[src/hw/rtl/bls_pkg.sv]
// Package with the opcodes and the fixed color width of the Bresenham line stepper.
`timescale 1ns / 1ps
`default_nettype none

package bls_pkg;

    localparam int COLOR_BITS = 8;

    typedef enum logic {
        OP_START   = 1'b0,
        OP_ADVANCE = 1'b1
    } opcode_t;

endpackage

`default_nettype wire

[src/hw/rtl/bresenham_line_stepper_top.sv]
// Top level of the Bresenham line stepper: line set-up, pixel stepping and result register.
`timescale 1ns / 1ps
`default_nettype none

// Each input word yields exactly one result word, which the result register takes when the
// word is accepted. A start word sets up a line in any octant and returns its first pixel;
// each advance word returns the next pixel and flags the last one. An advance word with no
// line in progress returns a word with pixel_valid low and all other fields zero. The block
// takes one word per cycle: the set-up and the step are combinational logic ahead of the
// result register, and s_ready stays high whenever the result register is empty or being read.
module bresenham_line_stepper_top #(
    parameter int COORD_BITS = 10
) (
    input  wire logic                            aclk,
    input  wire logic                            aresetn,
    input  wire logic                            s_valid,
    output logic                                 s_ready,
    input  wire logic                            s_opcode,
    input  wire logic [COORD_BITS-1:0]           s_start_x,
    input  wire logic [COORD_BITS-1:0]           s_start_y,
    input  wire logic [COORD_BITS-1:0]           s_end_x,
    input  wire logic [COORD_BITS-1:0]           s_end_y,
    input  wire logic [bls_pkg::COLOR_BITS-1:0]  s_color,
    output logic                                 m_valid,
    input  wire logic                            m_ready,
    output logic [COORD_BITS-1:0]                m_pixel_x,
    output logic [COORD_BITS-1:0]                m_pixel_y,
    output logic [bls_pkg::COLOR_BITS-1:0]       m_pixel_color,
    output logic                                 m_pixel_valid,
    output logic                                 m_last_pixel
);

    localparam int EW = COORD_BITS + 3;
    localparam int BW = COORD_BITS + 2;

    // Line state
    logic [COORD_BITS-1:0]          cur_x_reg, cur_x_next;
    logic [COORD_BITS-1:0]          cur_y_reg, cur_y_next;
    logic [COORD_BITS-1:0]          major_end_reg, major_end_next;
    logic signed [EW-1:0]           error_term_reg, error_term_next;
    logic signed [EW-1:0]           step_incr_a_reg, step_incr_a_next;
    logic [BW-1:0]                  step_incr_b_reg, step_incr_b_next;
    logic                           minor_down_reg, minor_down_next;
    logic                           y_is_major_reg, y_is_major_next;
    logic [bls_pkg::COLOR_BITS-1:0] line_color_reg, line_color_next;
    logic                           active_reg, active_next;

    // Result register
    logic                           m_valid_reg;
    logic [COORD_BITS-1:0]          m_pixel_x_reg, m_pixel_x_next;
    logic [COORD_BITS-1:0]          m_pixel_y_reg, m_pixel_y_next;
    logic [bls_pkg::COLOR_BITS-1:0] m_pixel_color_reg, m_pixel_color_next;
    logic                           m_pixel_valid_reg, m_pixel_valid_next;
    logic                           m_last_pixel_reg, m_last_pixel_next;

    logic                           in_fire;
    logic                           is_start;

    // Set-up signals
    logic [COORD_BITS-1:0]          abs_dx, abs_dy, dmaj, dmin;
    logic                           su_y_major, su_swap, su_minor_down;

    // Step signals
    logic [COORD_BITS-1:0]          maj_cur, mnr_cur, maj_new, mnr_new;
    logic                           err_nonneg, step_last;

    assign s_ready  = !m_valid_reg || m_ready;
    assign in_fire  = s_valid && s_ready;
    assign is_start = (s_opcode == bls_pkg::OP_START);

    always_comb begin
        abs_dx     = (s_start_x > s_end_x) ? (s_start_x - s_end_x) : (s_end_x - s_start_x);
        abs_dy     = (s_start_y > s_end_y) ? (s_start_y - s_end_y) : (s_end_y - s_start_y);
        su_y_major = (abs_dx < abs_dy);
        dmaj       = su_y_major ? abs_dy : abs_dx;
        dmin       = su_y_major ? abs_dx : abs_dy;
        if (su_y_major) begin
            su_swap       = (s_start_y > s_end_y);
            su_minor_down = su_swap ? !(s_start_x > s_end_x) : !(s_end_x > s_start_x);
        end else begin
            su_swap       = (s_start_x > s_end_x);
            su_minor_down = su_swap ? !(s_start_y > s_end_y) : !(s_end_y > s_start_y);
        end
    end

    always_comb begin
        maj_cur    = y_is_major_reg ? cur_y_reg : cur_x_reg;
        mnr_cur    = y_is_major_reg ? cur_x_reg : cur_y_reg;
        err_nonneg = !error_term_reg[EW-1];
        maj_new    = maj_cur + {{(COORD_BITS-1){1'b0}}, 1'b1};
        if (!err_nonneg) begin
            mnr_new = mnr_cur;
        end else if (minor_down_reg) begin
            mnr_new = mnr_cur - {{(COORD_BITS-1){1'b0}}, 1'b1};
        end else begin
            mnr_new = mnr_cur + {{(COORD_BITS-1){1'b0}}, 1'b1};
        end
        step_last = (maj_new == major_end_reg);
    end

    always_comb begin
        cur_x_next         = cur_x_reg;
        cur_y_next         = cur_y_reg;
        major_end_next     = major_end_reg;
        error_term_next    = error_term_reg;
        step_incr_a_next   = step_incr_a_reg;
        step_incr_b_next   = step_incr_b_reg;
        minor_down_next    = minor_down_reg;
        y_is_major_next    = y_is_major_reg;
        line_color_next    = line_color_reg;
        active_next        = active_reg;
        m_pixel_x_next     = m_pixel_x_reg;
        m_pixel_y_next     = m_pixel_y_reg;
        m_pixel_color_next = m_pixel_color_reg;
        m_pixel_valid_next = m_pixel_valid_reg;
        m_last_pixel_next  = m_last_pixel_reg;
        if (in_fire) begin
            if (is_start) begin
                cur_x_next       = su_swap ? s_end_x : s_start_x;
                cur_y_next       = su_swap ? s_end_y : s_start_y;
                if (su_y_major) begin
                    major_end_next = su_swap ? s_start_y : s_end_y;
                end else begin
                    major_end_next = su_swap ? s_start_x : s_end_x;
                end
                error_term_next  = $signed({2'b00, dmin, 1'b0}) - $signed({3'b000, dmaj});
                step_incr_a_next = $signed({2'b00, dmin, 1'b0}) - $signed({2'b00, dmaj, 1'b0});
                step_incr_b_next = {1'b0, dmin, 1'b0};
                minor_down_next  = su_minor_down;
                y_is_major_next  = su_y_major;
                line_color_next  = s_color;
                active_next      = (dmaj != '0);
                m_pixel_x_next     = su_swap ? s_end_x : s_start_x;
                m_pixel_y_next     = su_swap ? s_end_y : s_start_y;
                m_pixel_color_next = s_color;
                m_pixel_valid_next = 1'b1;
                m_last_pixel_next  = (dmaj == '0);
            end else if (active_reg) begin
                cur_x_next      = y_is_major_reg ? mnr_new : maj_new;
                cur_y_next      = y_is_major_reg ? maj_new : mnr_new;
                if (err_nonneg) begin
                    error_term_next = error_term_reg + step_incr_a_reg;
                end else begin
                    error_term_next = error_term_reg + $signed({1'b0, step_incr_b_reg});
                end
                active_next        = !step_last;
                m_pixel_x_next     = y_is_major_reg ? mnr_new : maj_new;
                m_pixel_y_next     = y_is_major_reg ? maj_new : mnr_new;
                m_pixel_color_next = line_color_reg;
                m_pixel_valid_next = 1'b1;
                m_last_pixel_next  = step_last;
            end else begin
                m_pixel_x_next     = '0;
                m_pixel_y_next     = '0;
                m_pixel_color_next = '0;
                m_pixel_valid_next = 1'b0;
                m_last_pixel_next  = 1'b0;
            end
        end
    end

    always_ff @(posedge aclk) begin
        if (!aresetn) begin
            active_reg  <= 1'b0;
            m_valid_reg <= 1'b0;
        end else begin
            active_reg <= active_next;
            if (in_fire) begin
                m_valid_reg <= 1'b1;
            end else if (m_ready) begin
                m_valid_reg <= 1'b0;
            end
        end
    end

    always_ff @(posedge aclk) begin
        cur_x_reg         <= cur_x_next;
        cur_y_reg         <= cur_y_next;
        major_end_reg     <= major_end_next;
        error_term_reg    <= error_term_next;
        step_incr_a_reg   <= step_incr_a_next;
        step_incr_b_reg   <= step_incr_b_next;
        minor_down_reg    <= minor_down_next;
        y_is_major_reg    <= y_is_major_next;
        line_color_reg    <= line_color_next;
        m_pixel_x_reg     <= m_pixel_x_next;
        m_pixel_y_reg     <= m_pixel_y_next;
        m_pixel_color_reg <= m_pixel_color_next;
        m_pixel_valid_reg <= m_pixel_valid_next;
        m_last_pixel_reg  <= m_last_pixel_next;
    end

    assign m_valid       = m_valid_reg;
    assign m_pixel_x     = m_pixel_x_reg;
    assign m_pixel_y     = m_pixel_y_reg;
    assign m_pixel_color = m_pixel_color_reg;
    assign m_pixel_valid = m_pixel_valid_reg;
    assign m_last_pixel  = m_last_pixel_reg;

`ifndef SYNTHESIS
    // A word for an advance with no line in progress carries nothing but zeros.
    assert property (@(posedge aclk) disable iff (!aresetn)
        (m_valid_reg && !m_pixel_valid_reg) |->
            (m_pixel_x_reg == '0 && m_pixel_y_reg == '0 &&
             m_pixel_color_reg == '0 && !m_last_pixel_reg))
        else $error("idle result word has non-zero fields");

    // The line ends together with the word that carries its last pixel.
    assert property (@(posedge aclk) disable iff (!aresetn)
        ($past(in_fire) && m_valid_reg && m_last_pixel_reg) |-> !active_reg)
        else $error("line still active after its last pixel");

    // A start word always produces a real pixel.
    assert property (@(posedge aclk) disable iff (!aresetn)
        (in_fire && is_start) |=> (m_valid_reg && m_pixel_valid_reg))
        else $error("start word did not produce a pixel");

    // An active line has produced a pixel that was not the last one.
    assert property (@(posedge aclk) disable iff (!aresetn)
        ($past(in_fire) && active_reg) |-> (m_pixel_valid_reg && !m_last_pixel_reg))
        else $error("line active after a word that was not a pixel");

    // Input is held off only while a result word waits.
    assert property (@(posedge aclk) disable iff (!aresetn)
        !s_ready |-> m_valid_reg)
        else $error("input stalled with an empty result register");
`endif

endmodule

`default_nettype wire
[config.mk]
export PLATFORM = sky130hd
export DESIGN_NAME = bresenham_line_stepper_top
export DESIGN_NICKNAME = d
export VERILOG_FILES = /design/src/hw/rtl/bls_pkg.sv /design/src/hw/rtl/bresenham_line_stepper_top.sv
export SDC_FILE = /design/constraint.sdc
export NUM_CORES = 1
export LEC_CHECK = 0
export BUFFER_PORTS_ARGS = -buffer_cell sky130_fd_sc_hd__buf_2
export CELL_PAD_IN_SITES_DETAIL_PLACEMENT = 0
export CELL_PAD_IN_SITES_GLOBAL_PLACEMENT = 1
export CORE_AREA = 8 8 152 154
export CTS_CLUSTER_DIAMETER = 60
export DETAILED_ROUTE_END_ITERATION = 16
export DIE_AREA = 0 0 160 162
export PLACE_DENSITY_LB_ADDON = 0.15
export SLEW_MARGIN = 20
export SYNTH_ARGS = -nofsm -noshare
export SYNTH_HDL_FRONTEND = slang
export SYNTH_SLANG_ARGS = --single-unit
export TNS_END_PERCENT = 1
[constraint.sdc]
create_clock -name aclk -period 10.2 [get_ports aclk]
set_input_delay 2.04 -clock aclk [delete_from_list [all_inputs] [get_ports aclk]]
set_output_delay 2.04 -clock aclk [all_outputs]
set_load 0.01 [all_outputs]
---- Word-level counts from Yosys, hierarchy flattened ----
Cells that the tools add are included.
storage, ports and cells
  bits in registers ....................... 108
  bits of input ports ..................... 53
  output and inout port bits .............. 32
  logic and storage cells ................. 87
cells by class
  $add $sub $neg .......................... 11
  order comparisons ....................... 5
  eq/ne operators ......................... 2
  multiplexer cells ....................... 39
  bitwise gates (word level) .............. 1
  reductions and logical operators ........ 13
operators by type and width
  operator                                                                  count
  10-bit two-way mux                                                        23
  10-bit greater-than comparator                                            4
  10-bit subtractor                                                         4
  13-bit two-way mux                                                        3
  10-bit by 1-bit adder with 10-bit output (second input constant)          2
  8-bit two-way mux                                                         2
  13-bit by 12-bit adder with 13-bit output                                 1
  13-bit adder                                                              1
  11-bit by 10-bit subtractor with 12-bit output                            1
  11-bit by 11-bit subtractor with 12-bit output                            1
  1-bit two-way mux                                                         11
  10-bit equality test                                                      1
  10-bit logical NOT                                                        1
  10-bit < comparator                                                       1
  10-bit nonzero test                                                       1
  10-bit by 1-bit subtractor with 10-bit output (second input constant)     1
  1-bit logical NOT                                                         6
  2-bit AND reduction                                                       2
  2-bit by 1-bit inequality test with 1-bit output (second input constant)  1
  2-bit nonzero test                                                        1
  1-bit logical AND                                                         1
  1-bit logical OR                                                          1
  1-bit inverter                                                            1

---- Longest topological paths before layout ----
  depth in word-level cells ............... 7
  gate-level depth with buffers ........... 35
  mapped depth without buffers ............ 29

---- Worst setup path after synthesis ----
OpenSTA, ideal clock, no wires.
  kind .................................... input to register
  from .................................... input port s_start_x[0]
  to ...................................... register error_term_reg[10], data pin
  setup time .............................. 0.267 ns
  arrival ................................. 8.584 ns
  data required time ...................... 9.933 ns
  path slack .............................. 1.348 ns
  stages on the path ...................... 35
  path buffers ............................ 7
  cells stage by stage .................... inv_1 -> ha_1 -> inv_1 -> fa_1 -> a211oi_1 -> o221ai_2 -> o211a_2 -> buf_2 -> mux2i_1 -> xor2_1 -> inv_1 -> ha_1 -> buf_2 -> and2_1 -> nand2_1 -> a311oi_1 -> or2_1 -> buf_2 -> clkinv_1 -> clkbuf_1 -> buf_1 -> buf_1 -> buf_1 -> nand2_1 -> nand2_1 -> ha_1 -> nor2b_1 -> o21ai_0 -> nand2b_1 -> inv_1 -> maj3_1 -> maj3_1 -> a211oi_2 -> o32a_1 -> mux2i_1
on the way
  cells in the longest elaborated chain, start to end .. 6
  elaborated cells on any way between the ends .. 9
  classes of those cells .................. 3 x add/sub; 2 x order compare; 4 x mux
RTL lines
  what                                                                 line                                                                source
  from (decl)                                                          bresenham_line_stepper_top.sv:19                                    input wire logic [COORD_BITS-1:0] s_start_x,
  10-bit subtractor or 10-bit greater-than comparator (tied branches)  bresenham_line_stepper_top.sv:72                                    abs_dx = (s_start_x > s_end_x) ? (s_start_x - s_end_x) : (s_end_x - s_start_x);
  10-bit two-way mux (*)                                               bresenham_line_stepper_top.sv:72
  10-bit < comparator (*)                                              bresenham_line_stepper_top.sv:74                                    su_y_major = (abs_dx < abs_dy);
  net su_y_major                                                       bresenham_line_stepper_top.sv:61                                    logic su_y_major, su_swap, su_minor_down;
  10-bit two-way mux, on equally long branches                         bresenham_line_stepper_top.sv:76, bresenham_line_stepper_top.sv:75
  11-bit by 10-bit subtractor with 12-bit output (*)                   bresenham_line_stepper_top.sv:126                                   error_term_next = $signed({2'b00, dmin, 1'b0}) - $signed({3'b000, dmaj});
  13-bit two-way mux (*)                                               bresenham_line_stepper_top.sv:118                                   if (is_start) begin
  to (signal assigned)                                                 bresenham_line_stepper_top.sv:180                                   error_term_reg <= error_term_next;
  to (decl)                                                            bresenham_line_stepper_top.sv:40                                    logic signed [EW-1:0] error_term_reg, error_term_next;
Mark *: on every way through the listed nets, which the timed path passes. The rest lies on a longest branch.
A chain may end at the register's enable or synchronous reset.

---- Worst setup path after layout ----
  from .................................... input port s_start_y[7]
  to ...................................... register error_term_reg[9], data pin
on the way
  cells in the longest elaborated chain, start to end .. 6
  elaborated cells on any way between the ends .. 9
  classes of those cells .................. 3 x add/sub; 2 x order compare; 4 x mux
RTL lines
  what                                                                 line                                                                source
  from (decl)                                                          bresenham_line_stepper_top.sv:20                                    input wire logic [COORD_BITS-1:0] s_start_y,
  10-bit subtractor or 10-bit greater-than comparator (tied branches)  bresenham_line_stepper_top.sv:73                                    abs_dy = (s_start_y > s_end_y) ? (s_start_y - s_end_y) : (s_end_y - s_start_y);
  10-bit two-way mux (*)                                               bresenham_line_stepper_top.sv:73
  10-bit < comparator                                                  bresenham_line_stepper_top.sv:74
  10-bit two-way mux, on equally long branches                         bresenham_line_stepper_top.sv:76, bresenham_line_stepper_top.sv:75
  11-bit by 10-bit subtractor with 12-bit output (*)                   bresenham_line_stepper_top.sv:126
  13-bit two-way mux (*)                                               bresenham_line_stepper_top.sv:118
Mark *: on every way between the ends. The rest lies on a longest branch, timed or not.

==> run metrics <==
asr flop ratio synth 0; setup violators final 0; P_leak 4.40 nW; Vias/cell 5.62; Pre-Repair DR Iteration Count 5; CTS buffer count 9; sequential share of the synthesized area 0.329; met2 GRT Util 0.333; Critical Path End Type flop; Die Wd 160 um; Sw Share 0.456; PortBufs 84; Post-Synth XOR/XNOR Area 0.0559; Max Slew Vio Count 0; # rows 53; clk slew on worst S/H paths ~0.080 ns; Sinks on Clock Net 105; CTS resizes 0; area leader, netlist edfxtp_1; Synth Area in Adders 0.121; Mapped Cells roughly 1.1k; Initial Util 0.460; simple-gate share of the synthesized area 0.157; largest family of logic cells by synthesized area compound AO/OA/AOI/OAI gates; Layout area overhead 10.1%; compound-gate portion of the synthesized area 0.223; # fillers 2036; Clock Path Buffers 2; Placed Cells approximately 1.4k; share of layout cells above drive strength 1 0.137; Antenna diodes 0; Setup WS pre-CTS 1.16 ns; max reg flops 12; status complete, no violations; Pwr Total roughly 2.8 mW; post-route cell area 0.0105 mm2; pin count of the biggest net entering global routing 71; non-filler cells, final 1408; residual DRC count 0; first-pass GRT wire length 41.8 mm; Clk pwr share 0.129; GRT overflow 0; dpl cell area 0.0102 mm2; Int Pwr ~1.5 mW; flops & latches, synth 105; count leader, synth nand2_1; Top FF cell, synth edfxtp_1; Worst-Skew Late Latency between 0.3 and 0.4 ns; worst-margin pin slew 0.999 ns; WS Path Type in -> reg; # IOs 85; worst hold slack roughly 0.54 ns; pwr/cell area 267 mW/mm2; CTS tree yes; drt total wl 26.3 mm; RSZ-0062 raised after global routing no; initial antenna violation count 0; Hold-fix buffers, CTS 0; GP Congestion 0.906; vias after detailed routing 7914; fin crit share 0.855; Critical Path RT 10.31 ns; Die H 162 um; vias in the first global route between 7k and 8k; synthesized area per cell between 8 and 9 um2; crit path max fanout 11; maximum clock rate roughly 0.11 GHz; Post-synth EDFFs 103; Mapped Area 0.00953 mm2; final hold vios 0; Switch Pwr 1.28 mW; multiplexer share of the synthesized area 0.0552; startpoint type of the worst setup path input port; GRT Overall Usage 0.201; M3 GR Usage 0.0319; Max-Cap Viols 0; Worst Path Arrival between 8 and 9 ns; synth top area cells edfxtp_1 (32%), ha_1 (10%), a21oi_1 (4.3%); global routing usage on met1 0.270; count of different cell masters after synthesis 86; Seq pwr share 0.237; Synth warnings 0; drt wl/cell around 19 um; top post-synthesis cells by count nand2_1 (106), edfxtp_1 (103), inv_1 (88), a21oi_1 (82), ha_1 (78); net total in the final layout roughly 1.3k; CORE AREA 0.0207 mm2; CTS H-tree lvls 3; Worst Skew 0.0129 ns; Final Util 0.507; DRT iter0 DRCs 649; Hold Crit Class reg -> reg; ANT nets after route 0; share of the synthesized area in the top cell type 0.325; Tmin final 8.72 ns; worst rel slew slack 0.334; combinational power share 0.634; root buf cell clkbuf_16; Net Count, Synth 1210; Final HPWL DP slightly above 20 mm; gr busiest metal met2; Setup TNS Final 0 ns; Max IR drop VDD about 0.18 mV; # Post-CTS Setup Buffers 0; total die area 0.0259 mm2; Final WS setup 1.48 ns
-- layer usage --
layer  part of all wire  wire length, um
met1               0.48            12600
met2               0.46            12100
met3              0.048             1270
met4              0.014              376
met5                  0                0
-- worst max-delay path, stage by stage --
cell and delay (ns):
buf_2 0.13, inv_1 0.07, ha_1 0.40, a21oi_1 0.21, o21ai_1 0.12, or4_1 0.67, nand2_1 0.41, buf_4 0.24
nor3_1 0.07, o311a_1 0.33, o22ai_1 0.19, xnor2_1 0.16, ha_1 0.41, nand2_1 0.14, a311oi_1 0.31, or2_1 0.19
clkinv_1 0.22, a21oi_1 0.36, inv_1 0.08, ha_1 0.29, nand2_1 0.07, mux2i_1 0.09, o41ai_1 0.35, maj3_1 0.34
o211ai_2 0.15, a41o_1 0.28, a211o_1 0.28, a31o_1 0.21
-- power by group through the flow --
stage | sequential [mW] | combinational (mW) | clock [mW]
after detailed placement | 0.674 | 1.76 | 0
after global placement | 0.671 | 1.76 | 0
after floorplan | 0.672 | 1.33 | 0
after CTS | 0.664 | 1.77 | 0.371
after global routing | 0.672 | 1.96 | 0.386
final | 0.663 | 1.77 | 0.361
-- path summary, 6_finish.rpt --
kind,to,startpoint,slack [ns],depth (start not counted)
worst min-delay path,m_valid,m_valid,0.54,2
worst min register to register,m_valid,m_valid,0.54,2
worst max register to register,cur_y_reg[9],y_is_major_reg,6.12,15
worst max-delay path,error_term_reg[9],s_start_y[7],1.48,28
-- cell type report --
type	count	area [um2]	area share
multi-input cells	825	5850	0.558
flip-flops and latches	105	3130	0.299
repair buffers	96	510	0.0487
well taps	275	344	0.0328
inverters	91	342	0.0326
clock buffers	9	225	0.0215
clock inverters	7	80.1	0.00764
-- layout by cell type (no fill, tap or decap), types with 7 or more instances in the layout --
cell / netlist / layout
nand2_1: 106 / 106
ha_1: 78 / 78
fa_1: 7 / 7
nand3_1: 10 / 10
nand4_1: 11 / 11
mux2_2: 20 / 20
o211ai_1: 9 / 9
buf_4: 0 / 12
inv_1: 88 / 88
nor4_1: 9 / 9
nor3_1: 17 / 17
nor2b_1: 20 / 20
a31oi_1: 16 / 16
and2_1: 27 / 27
a21o_1: 25 / 25
o21ai_0: 67 / 66
a211oi_1: 21 / 21
nand2b_1: 12 / 12
xnor2_1: 38 / 38
clkbuf_16: 0 / 9
a22o_1: 8 / 8
or3_1: 7 / 7
a21oi_1: 82 / 82
xor2_1: 21 / 21
edfxtp_1: 103 / 103
nor2_1: 73 / 71
mux2i_1: 30 / 30
buf_2: 11 / 84
-- logic make-up after synthesis --
kind of cell               count (synthesis)
AOI/OAI and AO/OA                        314
and+or+nand+nor                          312
buffers and inverters                    142
DFF                                      105
adders and majority gates                 89
xor gates and xnor gates                  60
muxes                                     50
Power figures use the tool's default switching activity.
